<file path="src/rtl/core/rbasp_pkg.sv">
// ----------------------------------------------------------------------------
// rbasp_pkg
// shared types and constants of the bulk/array stream parser
// ----------------------------------------------------------------------------
package rbasp_pkg;

    localparam int MAX_DEPTH_DEF = 16;
    localparam logic [31:0] BULK_LIMIT_RST  = 32'd536870912;
    localparam logic [31:0] ARRAY_LIMIT_RST = 32'd1048576;
    localparam logic [33:0] ACCUM_CAP = 34'h2_0000_0000;
    localparam logic [33:0] ACCUM_CAP_DIV10 = 34'd858993459;

    localparam logic [7:0] CH_DOLLAR = 8'h24;
    localparam logic [7:0] CH_STAR   = 8'h2a;
    localparam logic [7:0] CH_CR     = 8'h0d;
    localparam logic [7:0] CH_LF     = 8'h0a;
    localparam logic [7:0] CH_MINUS  = 8'h2d;
    localparam logic [7:0] CH_ZERO   = 8'h30;
    localparam logic [7:0] CH_NINE   = 8'h39;

    localparam logic [0:0] REG_BULK_LIMIT  = 1'd0;
    localparam logic [0:0] REG_ARRAY_LIMIT = 1'd1;

    typedef enum logic [2:0] {
        K_NONE    = 3'd0,
        K_PAYLOAD = 3'd1,
        K_BULK    = 3'd2,
        K_NULL    = 3'd3,
        K_ARRAY   = 3'd4,
        K_BULKEND = 3'd5,
        K_ERROR   = 3'd6
    } t_kind;

    typedef enum logic [2:0] {
        E_TYPE      = 3'd0,
        E_BAD_BULK  = 3'd1,
        E_BULK_LONG = 3'd2,
        E_DEEP      = 3'd3,
        E_BAD_ARR   = 3'd4,
        E_ARR_LONG  = 3'd5,
        E_UNTERM    = 3'd6
    } t_err;

    typedef enum logic [2:0] {
        PH_TYPE    = 3'd0,
        PH_LINE    = 3'd1,
        PH_PAYLOAD = 3'd2,
        PH_TERM_CR = 3'd3,
        PH_TERM_LF = 3'd4,
        PH_HALT    = 3'd5
    } t_phase;

    // classified byte handed from the front part to the back part
    typedef struct packed {
        logic [7:0] data;
        logic       is_cr;
        logic       is_lf;
        logic       is_minus;
        logic       is_digit;
        logic [3:0] digit;
        logic       is_dollar;
        logic       is_star;
    } t_cls;

endpackage

</file>
<file path="src/rtl/core/rbasp_front.sv">
// ----------------------------------------------------------------------------
// rbasp_front
// accepts bytes, classifies them and queues them for the back part
// ----------------------------------------------------------------------------
module rbasp_front (
    input  logic             i_clk,
    input  logic             i_rst_n,
    input  logic             i_valid,
    output logic             o_stall,
    input  logic [7:0]       i_byte_in,
    output logic             o_q_valid,
    input  logic             i_q_take,
    output rbasp_pkg::t_cls  o_q_data
);

    rbasp_pkg::t_cls r_q [2];
    logic            r_wp, r_rp;
    logic [1:0]      r_cnt;
    rbasp_pkg::t_cls w_cls;
    logic            w_push, w_pop;

    always_comb begin
        w_cls.data      = i_byte_in;
        w_cls.is_cr     = (i_byte_in == rbasp_pkg::CH_CR);
        w_cls.is_lf     = (i_byte_in == rbasp_pkg::CH_LF);
        w_cls.is_minus  = (i_byte_in == rbasp_pkg::CH_MINUS);
        w_cls.is_digit  = (i_byte_in >= rbasp_pkg::CH_ZERO) &&
                          (i_byte_in <= rbasp_pkg::CH_NINE);
        w_cls.digit     = 4'(i_byte_in - rbasp_pkg::CH_ZERO);
        w_cls.is_dollar = (i_byte_in == rbasp_pkg::CH_DOLLAR);
        w_cls.is_star   = (i_byte_in == rbasp_pkg::CH_STAR);
    end

    assign o_stall   = (r_cnt == 2'd2);
    assign w_push    = i_valid && !o_stall;
    assign o_q_valid = (r_cnt != 2'd0);
    assign w_pop     = o_q_valid && i_q_take;
    assign o_q_data  = r_q[r_rp];

    always_ff @(posedge i_clk) begin
        if (w_push) begin
            r_q[r_wp] <= w_cls;
        end
    end

    always_ff @(posedge i_clk) begin
        if (!i_rst_n) begin
            r_wp  <= 1'b0;
            r_rp  <= 1'b0;
            r_cnt <= 2'd0;
        end else begin
            if (w_push) r_wp <= ~r_wp;
            if (w_pop)  r_rp <= ~r_rp;
            r_cnt <= r_cnt + 2'(w_push) - 2'(w_pop);
        end
    end

    a_cnt_range: assert property (@(posedge i_clk) disable iff (!i_rst_n)
        r_cnt != 2'd3) else $error("queue count overflow");
    a_no_pop_empty: assert property (@(posedge i_clk) disable iff (!i_rst_n)
        r_cnt == 2'd0 |=> r_cnt <= 2'd1) else $error("pop from empty queue");
    a_full_stall: assert property (@(posedge i_clk) disable iff (!i_rst_n)
        r_cnt == 2'd2 |-> o_stall) else $error("full queue not stalling");

endmodule

</file>
<file path="src/rtl/core/rbasp_back.sv">
// ----------------------------------------------------------------------------
// rbasp_back
// parser state, element count stack and registered result
// ----------------------------------------------------------------------------
module rbasp_back #(
    parameter int MAX_DEPTH = rbasp_pkg::MAX_DEPTH_DEF
) (
    input  logic             i_clk,
    input  logic             i_rst_n,
    input  logic             i_q_valid,
    output logic             o_q_take,
    input  rbasp_pkg::t_cls  i_q_data,
    input  logic [31:0]      i_bulk_limit,
    input  logic [31:0]      i_array_limit,
    output logic             o_valid,
    input  logic             i_stall,
    output logic [2:0]       o_event_kind,
    output logic [31:0]      o_event_value,
    output logic [4:0]       o_nest_level,
    output logic             o_message_done,
    output logic [2:0]       o_error_code
);

    localparam int DW = $clog2(MAX_DEPTH + 1);
    localparam int AW = (MAX_DEPTH > 1) ? $clog2(MAX_DEPTH) : 1;
    localparam logic [DW-1:0] DEPTH_MAX = DW'(MAX_DEPTH);

    rbasp_pkg::t_phase r_ph, n_ph;
    logic        r_arr, n_arr;
    logic [33:0] r_acc, n_acc;
    logic        r_minus, n_minus, r_dig, n_dig, r_bad, n_bad, r_pcr, n_pcr;
    logic [31:0] r_left, n_left;
    logic        r_tbad, n_tbad;
    logic [DW-1:0] r_depth, n_depth;
    logic [31:0] r_cnt [MAX_DEPTH];
    logic [MAX_DEPTH-1:0] r_one;
    // pending element completion, resolved one closing array per cycle
    logic        r_close, n_close;
    logic        w_done_req;
    // every open array is on its last element
    logic        w_all_one;

    logic        r_ov;
    logic [2:0]  r_kind, n_kind;
    logic [31:0] r_val, n_val;
    logic [4:0]  r_lvl, n_lvl;
    logic        r_mdone, n_mdone;
    logic [2:0]  r_err, n_err;

    logic        w_fire, w_out_free;
    logic        w_wr_cnt;
    logic [31:0] w_wr_val;
    logic [33:0] w_mul;
    logic        w_valid_line;
    logic [AW-1:0] w_top;
    rbasp_pkg::t_cls c;

    assign c = i_q_data;
    assign w_out_free = !r_ov || !i_stall;
    assign o_q_take = i_q_valid && w_out_free && !r_close;
    assign w_fire = o_q_take;
    assign w_top = AW'(r_depth - DW'(1));
    assign w_mul = (r_acc << 3) + (r_acc << 1) + 34'(c.digit);
    assign w_valid_line = !r_bad && r_dig;

    always_comb begin
        w_all_one = 1'b1;
        for (int i = 0; i < MAX_DEPTH; i++) begin
            if (DW'(i) < r_depth && !r_one[i]) w_all_one = 1'b0;
        end
    end

    // next state
    always_comb begin
        n_ph = r_ph; n_arr = r_arr; n_acc = r_acc; n_minus = r_minus;
        n_dig = r_dig; n_bad = r_bad; n_pcr = r_pcr; n_left = r_left;
        n_tbad = r_tbad; n_depth = r_depth; n_close = 1'b0;
        w_wr_cnt = 1'b0; w_wr_val = 32'(r_acc);
        w_done_req = 1'b0;
        if (r_close) begin
            if (r_depth != DW'(0) && r_one[w_top]) begin
                n_depth = r_depth - DW'(1);
                n_close = 1'b1;
            end
        end else if (w_fire) begin
            case (r_ph)
                rbasp_pkg::PH_TYPE: begin
                    if (c.is_dollar || (c.is_star && r_depth < DEPTH_MAX)) begin
                        n_arr = c.is_star; n_acc = '0; n_minus = 1'b0;
                        n_dig = 1'b0; n_bad = 1'b0; n_pcr = 1'b0;
                        n_ph = rbasp_pkg::PH_LINE;
                    end else begin
                        n_ph = rbasp_pkg::PH_HALT;
                    end
                end
                rbasp_pkg::PH_LINE: begin
                    if (c.is_lf && r_pcr) begin
                        n_ph = rbasp_pkg::PH_TYPE;
                        if (!r_arr) begin
                            if (!w_valid_line || (r_minus && r_acc > 34'd1))
                                n_ph = rbasp_pkg::PH_HALT;
                            else if (r_minus && r_acc == 34'd1)
                                w_done_req = 1'b1;
                            else if (r_acc > 34'(i_bulk_limit))
                                n_ph = rbasp_pkg::PH_HALT;
                            else begin
                                n_left = 32'(r_acc);
                                n_tbad = 1'b0;
                                n_ph = (r_acc != 34'd0) ? rbasp_pkg::PH_PAYLOAD
                                                        : rbasp_pkg::PH_TERM_CR;
                            end
                        end else begin
                            if (!w_valid_line || (r_minus && r_acc != 34'd0) ||
                                r_acc > 34'(i_array_limit))
                                n_ph = rbasp_pkg::PH_HALT;
                            else if (r_acc == 34'd0)
                                w_done_req = 1'b1;
                            else begin
                                w_wr_cnt = 1'b1;
                                n_depth = r_depth + DW'(1);
                            end
                        end
                    end else if (c.is_cr) begin
                        if (r_pcr) n_bad = 1'b1;
                        n_pcr = 1'b1;
                    end else if (c.is_lf) begin
                        n_bad = 1'b1;
                    end else begin
                        if (r_pcr) begin
                            n_bad = 1'b1; n_pcr = 1'b0;
                        end
                        if (c.is_minus) begin
                            if (r_minus || r_dig) n_bad = 1'b1;
                            n_minus = 1'b1;
                        end else if (c.is_digit) begin
                            n_dig = 1'b1;
                            if (r_acc > rbasp_pkg::ACCUM_CAP_DIV10 ||
                                w_mul > rbasp_pkg::ACCUM_CAP)
                                n_acc = rbasp_pkg::ACCUM_CAP;
                            else
                                n_acc = w_mul;
                        end else begin
                            n_bad = 1'b1;
                        end
                    end
                end
                rbasp_pkg::PH_PAYLOAD: begin
                    n_left = r_left - 32'd1;
                    if (r_left == 32'd1) n_ph = rbasp_pkg::PH_TERM_CR;
                end
                rbasp_pkg::PH_TERM_CR: begin
                    n_tbad = !c.is_cr;
                    n_ph = rbasp_pkg::PH_TERM_LF;
                end
                rbasp_pkg::PH_TERM_LF: begin
                    if (r_tbad || !c.is_lf) n_ph = rbasp_pkg::PH_HALT;
                    else begin
                        n_ph = rbasp_pkg::PH_TYPE;
                        w_done_req = 1'b1;
                    end
                end
                default: ;
            endcase
            if (w_done_req && r_depth != DW'(0)) begin
                n_close = r_one[w_top];
                if (r_one[w_top]) n_depth = r_depth - DW'(1);
            end
        end
    end

    // result
    always_comb begin
        n_kind = 3'(rbasp_pkg::K_NONE); n_val = '0; n_lvl = 5'(r_depth);
        n_mdone = 1'b0; n_err = '0;
        case (r_ph)
            rbasp_pkg::PH_TYPE: begin
                if (!c.is_dollar && !c.is_star) begin
                    n_kind = 3'(rbasp_pkg::K_ERROR); n_err = 3'(rbasp_pkg::E_TYPE);
                end else if (c.is_star && r_depth >= DEPTH_MAX) begin
                    n_kind = 3'(rbasp_pkg::K_ERROR); n_err = 3'(rbasp_pkg::E_DEEP);
                end
            end
            rbasp_pkg::PH_LINE: begin
                if (c.is_lf && r_pcr) begin
                    if (!r_arr) begin
                        if (!w_valid_line || (r_minus && r_acc > 34'd1)) begin
                            n_kind = 3'(rbasp_pkg::K_ERROR);
                            n_err = 3'(rbasp_pkg::E_BAD_BULK);
                        end else if (r_minus && r_acc == 34'd1) begin
                            n_kind = 3'(rbasp_pkg::K_NULL);
                        end else if (r_acc > 34'(i_bulk_limit)) begin
                            n_kind = 3'(rbasp_pkg::K_ERROR);
                            n_err = 3'(rbasp_pkg::E_BULK_LONG);
                        end else begin
                            n_kind = 3'(rbasp_pkg::K_BULK); n_val = 32'(r_acc);
                        end
                    end else begin
                        if (!w_valid_line || (r_minus && r_acc != 34'd0)) begin
                            n_kind = 3'(rbasp_pkg::K_ERROR);
                            n_err = 3'(rbasp_pkg::E_BAD_ARR);
                        end else if (r_acc > 34'(i_array_limit)) begin
                            n_kind = 3'(rbasp_pkg::K_ERROR);
                            n_err = 3'(rbasp_pkg::E_ARR_LONG);
                        end else begin
                            n_kind = 3'(rbasp_pkg::K_ARRAY); n_val = 32'(r_acc);
                        end
                    end
                end
            end
            rbasp_pkg::PH_PAYLOAD: begin
                n_kind = 3'(rbasp_pkg::K_PAYLOAD); n_val = 32'(c.data);
            end
            rbasp_pkg::PH_TERM_LF: begin
                if (r_tbad || !c.is_lf) begin
                    n_kind = 3'(rbasp_pkg::K_ERROR); n_err = 3'(rbasp_pkg::E_UNTERM);
                end else begin
                    n_kind = 3'(rbasp_pkg::K_BULKEND);
                end
            end
            rbasp_pkg::PH_HALT: n_lvl = '0;
            default: ;
        endcase
        if (r_ph != rbasp_pkg::PH_PAYLOAD && r_ph != rbasp_pkg::PH_HALT &&
            n_kind == 3'(rbasp_pkg::K_NONE))
            n_lvl = (r_ph == rbasp_pkg::PH_TYPE) ? 5'(r_depth) : 5'(r_depth);
        n_mdone = w_done_req && w_all_one;
    end

    // element count stack
    always_ff @(posedge i_clk) begin
        if (w_wr_cnt) begin
            r_cnt[AW'(r_depth)] <= w_wr_val;
            r_one[AW'(r_depth)] <= (w_wr_val == 32'd1);
        end else if ((w_done_req || r_close) && r_depth != DW'(0)) begin
            r_cnt[w_top] <= r_cnt[w_top] - 32'd1;
            r_one[w_top] <= (r_cnt[w_top] == 32'd2);
        end
    end

    always_ff @(posedge i_clk) begin
        if (!i_rst_n) begin
            r_ph <= rbasp_pkg::PH_TYPE;
            r_arr <= 1'b0; r_acc <= '0; r_minus <= 1'b0; r_dig <= 1'b0;
            r_bad <= 1'b0; r_pcr <= 1'b0; r_left <= '0; r_tbad <= 1'b0;
            r_depth <= '0; r_close <= 1'b0; r_ov <= 1'b0;
        end else begin
            r_ph <= n_ph; r_arr <= n_arr; r_acc <= n_acc; r_minus <= n_minus;
            r_dig <= n_dig; r_bad <= n_bad; r_pcr <= n_pcr; r_left <= n_left;
            r_tbad <= n_tbad; r_depth <= n_depth; r_close <= n_close;
            if (w_fire) r_ov <= 1'b1;
            else if (!i_stall) r_ov <= 1'b0;
        end
    end

    always_ff @(posedge i_clk) begin
        if (w_fire) begin
            r_kind <= n_kind; r_val <= n_val; r_lvl <= n_lvl;
            r_err <= n_err; r_mdone <= n_mdone;
        end
    end

    assign o_valid        = r_ov;
    assign o_event_kind   = r_kind;
    assign o_event_value  = r_val;
    assign o_nest_level   = r_lvl;
    assign o_message_done = r_mdone;
    assign o_error_code   = r_err;

    a_depth_max: assert property (@(posedge i_clk) disable iff (!i_rst_n)
        r_depth <= DEPTH_MAX) else $error("nesting depth beyond limit");
    a_halt_sticky: assert property (@(posedge i_clk) disable iff (!i_rst_n)
        r_ph == rbasp_pkg::PH_HALT |=> r_ph == rbasp_pkg::PH_HALT)
        else $error("left halt without reset");
    a_close_no_take: assert property (@(posedge i_clk) disable iff (!i_rst_n)
        r_close |-> !o_q_take) else $error("byte taken during close");

endmodule

</file>
<file path="src/rtl/core/resp_bulk_array_stream_parser.sv">
// ----------------------------------------------------------------------------
// resp_bulk_array_stream_parser
// streaming parser for bulk strings and nested arrays, one result per byte
// ----------------------------------------------------------------------------
// One byte is taken per cycle while the output is not held and no array is
// closing, and its result is registered in the output register. When an
// element completes and enclosing arrays close, the parser walks the element
// count stack one level at a time and takes no byte while it does so. A
// two-entry queue separates byte intake from the parser, and an output
// register holds each result until it is taken.
module resp_bulk_array_stream_parser #(
    parameter int MAX_DEPTH = rbasp_pkg::MAX_DEPTH_DEF
) (
    input  logic        i_clk,
    input  logic        i_rst_n,
    input  logic        i_valid,
    output logic        o_stall,
    input  logic [7:0]  i_byte_in,
    input  logic        i_cfg_we,
    input  logic        i_cfg_index,
    input  logic [31:0] i_cfg_data,
    output logic        o_valid,
    input  logic        i_stall,
    output logic [2:0]  o_event_kind,
    output logic [31:0] o_event_value,
    output logic [4:0]  o_nest_level,
    output logic        o_message_done,
    output logic [2:0]  o_error_code
);

    logic [31:0]     r_bulk_limit, r_array_limit;
    logic            w_q_valid, w_q_take;
    rbasp_pkg::t_cls w_q_data;

    always_ff @(posedge i_clk) begin
        if (!i_rst_n) begin
            r_bulk_limit  <= rbasp_pkg::BULK_LIMIT_RST;
            r_array_limit <= rbasp_pkg::ARRAY_LIMIT_RST;
        end else if (i_cfg_we) begin
            case (i_cfg_index)
                rbasp_pkg::REG_BULK_LIMIT:  r_bulk_limit  <= i_cfg_data;
                rbasp_pkg::REG_ARRAY_LIMIT: r_array_limit <= i_cfg_data;
                default: ;
            endcase
        end
    end

    rbasp_front u_front (
        .i_clk     (i_clk),
        .i_rst_n   (i_rst_n),
        .i_valid   (i_valid),
        .o_stall   (o_stall),
        .i_byte_in (i_byte_in),
        .o_q_valid (w_q_valid),
        .i_q_take  (w_q_take),
        .o_q_data  (w_q_data)
    );

    rbasp_back #(.MAX_DEPTH(MAX_DEPTH)) u_back (
        .i_clk          (i_clk),
        .i_rst_n        (i_rst_n),
        .i_q_valid      (w_q_valid),
        .o_q_take       (w_q_take),
        .i_q_data       (w_q_data),
        .i_bulk_limit   (r_bulk_limit),
        .i_array_limit  (r_array_limit),
        .o_valid        (o_valid),
        .i_stall        (i_stall),
        .o_event_kind   (o_event_kind),
        .o_event_value  (o_event_value),
        .o_nest_level   (o_nest_level),
        .o_message_done (o_message_done),
        .o_error_code   (o_error_code)
    );

endmodule

</file>
<file path="config.mk">
export PLATFORM = sky130hd
export DESIGN_NAME = resp_bulk_array_stream_parser
export DESIGN_NICKNAME = d
export VERILOG_FILES = /design/src/rtl/core/rbasp_pkg.sv /design/src/rtl/core/rbasp_front.sv /design/src/rtl/core/rbasp_back.sv /design/src/rtl/core/resp_bulk_array_stream_parser.sv
export SDC_FILE = /design/constraint.sdc
export NUM_CORES = 1
export LEC_CHECK = 0
export BUFFER_PORTS_ARGS = -buffer_cell sky130_fd_sc_hd__buf_2
export CORE_AREA = 2 2 220 330
export DETAILED_ROUTE_END_ITERATION = 6
export DIE_AREA = 0 0 222 332
export GPL_TIMING_DRIVEN = 0
export PLACE_DENSITY_LB_ADDON = 0.2
export SLEW_MARGIN = 10
export SYNTH_ARGS = -nofsm -noshare
export SYNTH_HDL_FRONTEND = slang
export SYNTH_SLANG_ARGS = --single-unit
</file>
<file path="constraint.sdc">
create_clock -name i_clk -period 12.2 [get_ports i_clk]
set_input_delay 1.83 -clock i_clk [delete_from_list [all_inputs] [get_ports i_clk]]
set_output_delay 1.83 -clock i_clk [all_outputs]
set_load 0.03 [all_outputs]
</file>
# [Yosys cells after proc, flatten, opt, wreduce, memory -nomap -nowiden]
# Memory sizes are Yosys's and may differ from the RTL's. A register that Yosys moved wholly into a read port is not among the register bits.
# Cells that the tools add are included.
[word_totals] inputBits=46 register_bits=210 elab_cells=356 out_inout_bits=46 ram_bits=548 memories=2
[classes] n_addsub=9 n_lt_le_gt_ge=29 eq_ne=33 mux=160 bitwise_logic=4 n_reduce_logical=96
[memory_table] memory="u_back.r_cnt" depth=16 word_bits=32 rd=1 rd_ports_with_merged_regs=0 wr=1 line_no="rbasp_back.sv:35" rtl="logic [31:0] r_cnt [MAX_DEPTH];"
[memory_table] memory="u_front.r_q" depth=2 word_bits=18 rd=1 rd_ports_with_merged_regs=1 wr=1 line_no="rbasp_front.sv:16" rtl="rbasp_pkg::t_cls r_q [2];"
[ops] cell="two-way mux 32 bit" count=13
[ops] cell="two-way mux 34 bit" count=7
[ops] cell="one-hot mux 32 bit (2 select lines)" count=2
[ops] cell="two-way mux 1 bit" count=79
[ops] cell="two-way mux 3 bit" count=25
[ops] cell="greater-than comparator 34 x 32 -> 1 bit" count=2
[ops] cell="one-hot mux 34 bit (2 select lines)" count=1
[ops] cell="== test 32 x 1 -> 1 bit, second input constant" count=2
[ops] cell="subtractor 32 x 1 -> 32 bit, second input constant" count=2
[ops] cell="two-way mux 5 bit" count=12
[ops] cell="< comparator 4 x 5 -> 1 bit, first input constant" count=8
[ops] cell="logical AND 1 bit" count=37
[ops] cell="adder 34 bit" count=1
[ops] cell="adder 34 x 4 -> 34 bit" count=1
[ops] cell="== test 34 x 1 -> 1 bit, second input constant" count=1
[ops] cell="greater-than comparator 34 x 1 -> 1 bit, second input constant" count=1
[ops] cell="greater-than comparator 34 x 30 -> 1 bit, second input constant" count=1
[ops] cell="greater-than comparator 34 bit, second input constant" count=1
[ops] cell="logical NOT 34 bit" count=1
[ops] cell="nonzero test 34 bit" count=1
[ops] cell="bitwise mux 16 bit" count=2
[ops] cell="== test 32 x 2 -> 1 bit, second input constant" count=1
[ops] cell="two-way mux 16 bit" count=2
[ops] cell="OR reduction 32 bit" count=1
[ops] cell="other kinds (44)" count=127

# [Logic depth before layout (Yosys ltp)]
# Gate-level depths: netlist (run 1).
[logic_depth] word_depth=20 ltp_mapped=23 mapped_depth_nobuf=14

# [Hierarchy]
# Synthesis (run 1) repeated with hierarchy kept, for this count alone.
[unflattened] cells_unflattened=2572 hier_area_um2=35129.9
[modules_own_cells] mod="rbasp_back" area_per_inst_um2=31267.5 seq_area_each_um2=18818.0 cells_per_inst=2237 instances=1
[modules_own_cells] mod="resp_bulk_array_stream_parser" area_per_inst_um2=2506.2 seq_area_each_um2=1281.2 cells_per_inst=247 instances=1
[modules_own_cells] mod="rbasp_front" area_per_inst_um2=1356.3 seq_area_each_um2=940.9 cells_per_inst=88 instances=1

# [Worst setup path before layout (run 1)]
# No wires, ideal clock.
[synth_path] path_kind="in2reg" start="in i_stall" end="mem u_back.r_cnt[0][0], enable pin" path_stages=9 t_arrival_ns=6.954 setup_slack_ns=4.776 n_path_buf=2 setup_time_ns=0.470 t_required_ns=11.730 path_cell_list="nand2_1 -> nand2b_1 -> inv_1 -> clkbuf_1 -> o21ai_1 -> nor2_1 -> buf_2 -> mux2i_1 -> a211oi_1"
[synth_between] elab_chain_len=13
[synth_lines] item="start, declared" line_no="resp_bulk_array_stream_parser.sv:23" rtl="input logic i_stall,"
[synth_lines] item="logical NOT 1 bit *" line_no="rbasp_back.sv:59" rtl="assign w_out_free = !r_ov || !i_stall;"
[synth_lines] item="logical OR 1 bit *" line_no="rbasp_back.sv:59"
[synth_lines] item="logical AND 1 bit * (2 in a row)" line_no="rbasp_back.sv:60" rtl="assign o_q_take = i_q_valid && w_out_free && !r_close;"
[synth_lines] item="via u_back.o_q_take" line_no="rbasp_back.sv:11" rtl="output logic o_q_take,"
[synth_lines] item="two-way mux 1 bit" line_no="rbasp_back.sv:85" rtl="end else if (w_fire) begin"
[synth_lines] item="two-way mux 1 bit" line_no="rbasp_back.sv:80" rtl="if (r_close) begin"
[synth_lines] item="logical OR 1 bit" line_no="rbasp_back.sv:234" rtl="end else if ((w_done_req || r_close) && r_depth != DW'(0)) begin"
[synth_lines] item="logical AND 1 bit" line_no="rbasp_back.sv:234"
[synth_lines] item="two-way mux 1 bit" line_no="rbasp_back.sv:234"
[synth_lines] item="two-way mux 1 bit" line_no="rbasp_back.sv:231" rtl="if (w_wr_cnt) begin"
[synth_lines] item="two-way mux 1 bit (not written as such)" line_no="rbasp_back.sv:235" rtl="r_cnt[w_top] <= r_cnt[w_top] - 32'd1;"
[synth_lines] item="OR reduction 32 bit (no line)"
[synth_lines] item="two-way mux 4 bit (no line) or two-way mux 1 bit (tied branches)"
[synth_lines] item="end, declared" line_no="rbasp_back.sv:35"
# The timed path passes the listed nets; every way through them passes the cells marked *.

# [Worst setup path in the final report (run 1)]
[layout_path] start="reg u_back.r_depth[0]" end="mem u_back.r_cnt[10][26] (data pin)"
[layout_between] elab_chain_len=7
[layout_lines] item="start, declared" line_no="rbasp_back.sv:34" rtl="logic [DW-1:0] r_depth, n_depth;"
[layout_lines] item="start signal, assigned" line_no="rbasp_back.sv:249" rtl="r_tbad <= n_tbad; r_depth <= n_depth; r_close <= n_close;"
[layout_lines] item="parallel branches: the longest is 6 deep, another holds memory (16 x 32 bit)"
[layout_lines] item="two-way mux 32 bit (no line) *"
# Mark *: on every way between the ends.

==> results of run 1 <==
-- per-layer routing --
| metal | up-vias | part of all wire |
|---|---|---|
| met4 | 0 | 0.061 |
| met2 | 897 | 0.52 |
| met5 | - | 0 |
| met3 | 272 | 0.052 |
| met1 | 11830 | 0.36 |
| li1 | 10500 | - |
-- path summary, 6_finish.rpt --
kind | from | cells past startpoint | endpoint
worst max-delay path | u_back.r_depth[0] | 20 | u_back.r_cnt[10][26]
worst min-delay path | u_back.r_bad | 2 | u_back.r_bad
worst max register to register | u_back.r_depth[0] | 20 | u_back.r_cnt[10][26]
worst min register to register | u_back.r_bad | 2 | u_back.r_bad
-- Yosys cell counts (all sizes together), types with 7 or more instances --
cell type	number	area [sq um]
dfxtp	151	3020
mux2	13	146
or4	12	101
edfxtp	600	18000
or3	11	68.8
clkbuf	81	304
a21o	28	210
and2	35	219
buf	49	268
o211ai	11	82.6
a211oi	17	128
a31oi	22	138
o31ai	18	135
o21bai	7	52.6
xor2	25	226
a22o	7	61.3
and3	14	87.6
nor3	41	244
nand4	28	175
a32o	14	140
mux2i	40	400
o21a	8	60.1
nand3	40	200
nor2	181	679
xnor2	44	385
nand2b	13	81.3
o21ai	93	465
a22oi	7	52.6
o22ai	25	156
a21oi	200	1000
ha	137	1710
o2bb2ai	8	70.1
mux4	154	3470
inv	95	357
nor2b	8	50.1
nand2	275	1030
nor4	26	211
-- final cells by class --
type,instances,share of cell area
Sequential cell,751,0.529
Tap cell,915,0.0288
Clock buffer,93,0.0492
Buffer,130,0.0144
Timing Repair Buffer,116,0.0230
Clock inverter,45,0.0135
Inverter,97,0.00915
Multi-Input combinational cell,1655,0.333
Antenna cell,1,0.0000629
-- metrics by stage --
stage / util / power, mW / hold WS [ps] / TNS, ps
2_1_floorplan: - / 3.31 / 427 / 0
3_3_place_gp: 0.516 / 3.50 / 441 / -31960
3_5_place_dp: 0.525 / 3.52 / 448 / 0
4_1_cts: 0.560 / 5.89 / 457 / 0
5_1_grt: 0.560 / 6.03 / 476 / 0
6_report: 0.560 / 5.86 / 456 / 0
-- cell families (layout without fill, tap and decap cells) --
kind of cell	after synthesis	count (layout)	share of synthesized area
AO/OA/AOI/OAI	515	515	0.0916
XOR/XNOR	69	69	0.0174
adder cells (fa/ha/maj)	139	139	0.0500
buffers and inverters	227	481	0.0267
flip-flops	751	751	0.600
multiplexers	207	207	0.114
other	0	1	0
AND/OR/NAND/NOR	725	725	0.0998
-- report_power, final --
| part | internal (mW) | switching, mW |
|---|---|---|
| clock network | 1.35 | 1.04 |
| registers | 2.85 | 0.0355 |
| logic | 0.156 | 0.432 |
-- flip-flops by register name (all words and copies together) (netlist names), 2 cells and up, named ones only --
name / count
u_back.o_event_kind: 3
u_front.r_q: 28
u_back.o_error_code: 3
u_back.o_event_value: 32
r_bulk_limit: 32
u_back.r_ph: 3
u_back.r_cnt: 512
u_back.r_depth: 5
u_back.o_nest_level: 5
r_array_limit: 32
u_back.r_one: 16
u_back.r_acc: 34
u_back.r_left: 32
u_front.r_cnt: 2
-- worst max-delay path: stages (launching register included) --
cell and delay (ps):
dfxtp_1 380, buf_4 260, buf_4 280, buf_6 230, buf_6 210, buf_2 350, buf_2 400, clkinv_1 420
ha_1 540, buf_2 340, buf_1 570, buf_1 660, clkbuf_1 630, mux4_2 420, mux4_2 520, nand4b_1 230
nor2_1 340, nand3_1 380, nor3_1 290, xnor2_1 90, a21oi_1 910
==> reports/results.ini, run 1 <==
[outcome]
outcome = finished, final reports clean

[floorplan]
rows = 120
pin_count = 92
die_area_sq_um = 73700
die_x_um = 222
core_area_sq_um = 71000
die_y_um = 332
start_util = 0.494

[clock_network]
cts.sinks = 751
post-cts-setup-buffers = 0
cts_resized = 0
h-tree-depth = 3
numCtsBuffers = 75
cts-root-buf = clkbuf_16
hold_buffers = 0
clock_path_buffers = 3
cts_tree = yes
path_clk_slew_ps = 60
clk_latency_ps = 660

[sta]
worst_pin_slew_ps = 1350
setup_violations = 0
post-route-period-util = 0.728
finalHoldViolCount = 0
finClkSkew_ps = 36.5
relSlewSlack = 0.0928
drv_slew = 0
worst_slack_ps = 3320
rsz0062_at_grt = no
fmax_mhz = 113
min_period_ps = 8880

[global_route]
busiest_layer = met2
gr-total-overflow = 0
track_usage = 0.277
grt_start_max_net_pins = 37
grt_util_met1 = 0.312
grt_pass1_vias = 24353
grt_pass1_wl_mm = 151
antenna_found_initial = 0
grtUsageMet3 = 0.0365
use_met2 = 0.501

[finish]
nFillCells = 5792
layout_common_cells = 600 x edfxtp_1, 275 x nand2_1, 196 x a21oi_1
syn2layout_area_growth_pct = 13.5
instances_no_fill = 3803
fin_area_sq_um = 39800
layout.nets = 3011
final_common_cell = edfxtp_1
drive_above_1_share = 0.166
multi_input_area_sq_um = 13300
seq_area_sq_um = 21000

[flow_run]
drv_cap = 0

[route]
avgRoutedWirePerCell_um = 26.6
viasPerCell = 6.18
drt-total-wl_mm = 101
final_antenna_net_count = 0
drt_iter0_markers = 2016
drt_pass1_iterations = 6
drc_errors = 0
vias = 23499

[logic_synthesis]
synth_seq_cells = 751
synthDistinctLibCells = 89
yosysWarnings = 0
synth_edf_count = 600
ys_seq_area_frac = 0.600
syn_nets = 2818
synthCells = 2633
async_reset_ff_frac = 0
synth_ff_type = edfxtp_1
synthesis.area_sq_um = 35100
avgSynthCellArea_sq_um = 13.3

[power]
p_leak_nw = 15.1
p_per_area_nw_per_um2 = 147
vdd_drop_max_mv = 0.112

[critical_path]
r2r_slack_ps = 3320
critPathLaunchType = flip-flop
critical_path_class = flip-flop to flip-flop
critPathCaptureType = flip-flop
worstPathMaxFanout = 16
worstPathRequired_ps = 12480
worstPathArrival_ps = 9170

[placement]
dp_hpwl_mm = 70.7
place_area_sq_um = 37300
numPortBuffers = 90
place_worst_setup_slack_ps = 3120
dp.cells = 3663
place.gp.congestion = 0.963

[hold_path]
hold_class = flip-flop to flip-flop

Power figures use the tool's default switching activity.
==> run 2, diff against run 1 <==
ABC_AREA = 1   (was default)
CORE_AREA = 2 2 226 340   (was 2 2 220 330)
DIE_AREA = 0 0 228 342   (was 0 0 222 332)
clock period = 8.2 ns   (was 12.2 ns; I/O delays follow)
==> run 2 against run 1 <==
  * Wire length is 22% higher
  * Critical path depth is 3 higher
  * Via count is 30% higher
  * Design area is 5.7% higher
  * Utilization is 0.28 points lower
  * Global-route usage is 3.6 points higher
  * Sequential power is 57% higher
  * Total power is 100% higher
  * Largest cell class unchanged
  * Largest power group unchanged
==> reports/results.ini, run 2 <==
[logic_synthesis]
syn_nets = 4220
synth_seq_cells = 751
yosysMostFrequentCell = nand2_1
synthesis.area_sq_um = 37200
synth_area_leaders = edfxtp_1 48%, dfxtp_1 8.1%, nand2_1 7.5%
synth_edf_count = 600
synthCells = 4035
synth_common_cells = 742 x nand2_1, 600 x edfxtp_1, 583 x nor2_1, 469 x o21ai_0, 327 x inv_1
synthDistinctLibCells = 58
yosysWarnings = 0
synth.top_cell.area_share = 0.484
avgSynthCellArea_sq_um = 9.23
async_reset_ff_frac = 0
synth_top_area_cell = edfxtp_1
synth_ff_type = edfxtp_1
ys_seq_area_frac = 0.565

[finish]
nFillCells = 6849
num_antenna_cells = 0
layout.nets = 4426
syn2layout_area_growth_pct = 12.9
drive_above_1_share = 0.0917
layout_common_cells = 742 x nand2_1, 600 x edfxtp_1, 565 x nor2_1
max_flop_register = u_back.r_cnt
multi_input_area_sq_um = 14200
largest_reg_flops = 512
seq_area_sq_um = 21000
final_common_cell = nand2_1
fin_util = 0.557
largestRegisters = u_back.r_cnt x512, u_back.r_acc x34

[route]
drt_pass1_iterations = 6
vias = 30548
avgRoutedWirePerCell_um = 23.3
drc_errors = 0
final_antenna_net_count = 0
drt_iter0_markers = 2870
viasPerCell = 5.76
drt-total-wl_mm = 124

[floorplan]
rows = 124
core_area_sq_um = 75400
die_x_um = 228
die_y_um = 342
start_util = 0.494
pin_count = 92
die_area_sq_um = 78000

[global_route]
grt_start_max_net_pins = 52
grt_pass1_wl_mm = 182
grt_pass1_vias = 29570
gr-total-overflow = 0
track_usage = 0.313
antenna_found_initial = 1

[clock_network]
clock_path_buffers = 3
path_clk_slew_ps = 70
clk_latency_ps = 640
numCtsBuffers = 72
cts_tree = yes
post-cts-setup-buffers = 0
cts_resized = 0
h-tree-depth = 3
cts.sinks = 751
cts-root-buf = clkbuf_16
hold_buffers = 0

[critical_path]
rr_endpoint = u_back.r_cnt[4][22]
reg2reg_depth = 23
r2r_slack_ps = 1400
worstPathMaxFanout = 16
worstPathRequired_ps = 8460
critPathLaunchType = flip-flop
critical_path_class = flip-flop to flip-flop
critPathCaptureType = flip-flop
rr_startpoint = u_back.r_depth[0]
worstPathArrival_ps = 7060
crit_path_end = u_back.r_cnt[4][22]
setup.worst_path.start = u_back.r_depth[0]

[sta]
finalHoldViolCount = 0
setup_violations = 0
post-route-period-util = 0.829
fin_hold_ws_ps = 448
rsz0062_at_grt = no
fmax_mhz = 147
worst_slack_ps = 1400
drv_slew = 0
min_period_ps = 6800
relSlewSlack = 0.171
finClkSkew_ps = 33.8
worst_pin_slew_ps = 1230
final.setup.tns_ps = 0

[placement]
place_worst_setup_slack_ps = 1510
place.gp.congestion = 1.02
numPortBuffers = 91
dp_hpwl_mm = 91.2

[power]
p_per_area_nw_per_um2 = 281
vdd_drop_max_mv = 0.228
p_leak_nw = 15.6

[hold_path]
hold_path_startpoint = u_front.r_rp
hold_depth = 1
hold_class = flip-flop to flip-flop

[outcome]
outcome = finished, final reports clean

[flow_run]
drv_cap = 0

## run 2: kinds of logic after synthesis
family,count (synthesis),synth area share
multiplexers,14,0.00390
XOR/XNOR,50,0.0123
AND/OR/NAND/NOR,1664,0.186
flip-flops,751,0.565
AO/OA/AOI/OAI,898,0.129
adder cells (fa/ha/maj),139,0.0471
buffers and inverters,519,0.0566
## run 2: worst min path at each step
stage	to	slack (ps)
2_1_floorplan	flip-flop	430
3_3_place_gp	u_front.r_rp	440
3_5_place_dp	flip-flop	440
4_1_cts	flip-flop	450
5_1_grt	r_array_limit[8]	480
6_report	flip-flop	450
## run 2: worst max-delay path, stage by stage (launching register included)
cell      delay [ps]
dfxtp_1          740
inv_2            130
buf_4            230
buf_6            160
buf_4            200
buf_2            220
buf_2            250
ha_1             600
inv_2            230
clkbuf_1         320
clkbuf_1         400
o21ai_0          180
o22ai_1           90
a22oi_1          230
nand3_2          200
inv_1            130
ha_1             230
inv_1            130
nor2_2           230
nand2_1          150
nor3_1           450
xnor2_1          170
nand2_1           60
o21ai_1          620
## run 2: per-layer routing
metal	track usage	vias up	routed length (um)
li1	-	14332	-
met1	0.347	14527	44600
met2	0.568	1310	62700
met3	0.0426	377	7990
met4	0.193	2	8420
met5	0	-	13
## run 2: area by class of cell
class | instances | share of cell area
flip-flops and latches | 751 | 0.501
multi-input cells | 2765 | 0.339
clock buffers | 93 | 0.0455
inverters | 343 | 0.0307
well taps | 1008 | 0.0300
repair buffers | 132 | 0.0262
plain buffers | 176 | 0.0195
clock inverters | 38 | 0.00911
## run 2: power breakdown
group          internal (mW)  leakage, nW  switching, mW  total, mW
sequential              4.38         6.07          0.141       4.52
combinational           1.04         8.42           2.93       3.97
clock                   1.85         1.11           1.48       3.34
total                   7.27         15.6           4.56       11.8
## run 2: stage by stage
step	cell area (sq um)	power (mW)	instances
after floorplan	37200	7.11	4035
after global placement	38900	8.43	5134
after detailed placement	39700	8.48	5175
after CTS	42000	11.8	5306
after global routing	42000	12.3	5306
final	42000	11.8	5306
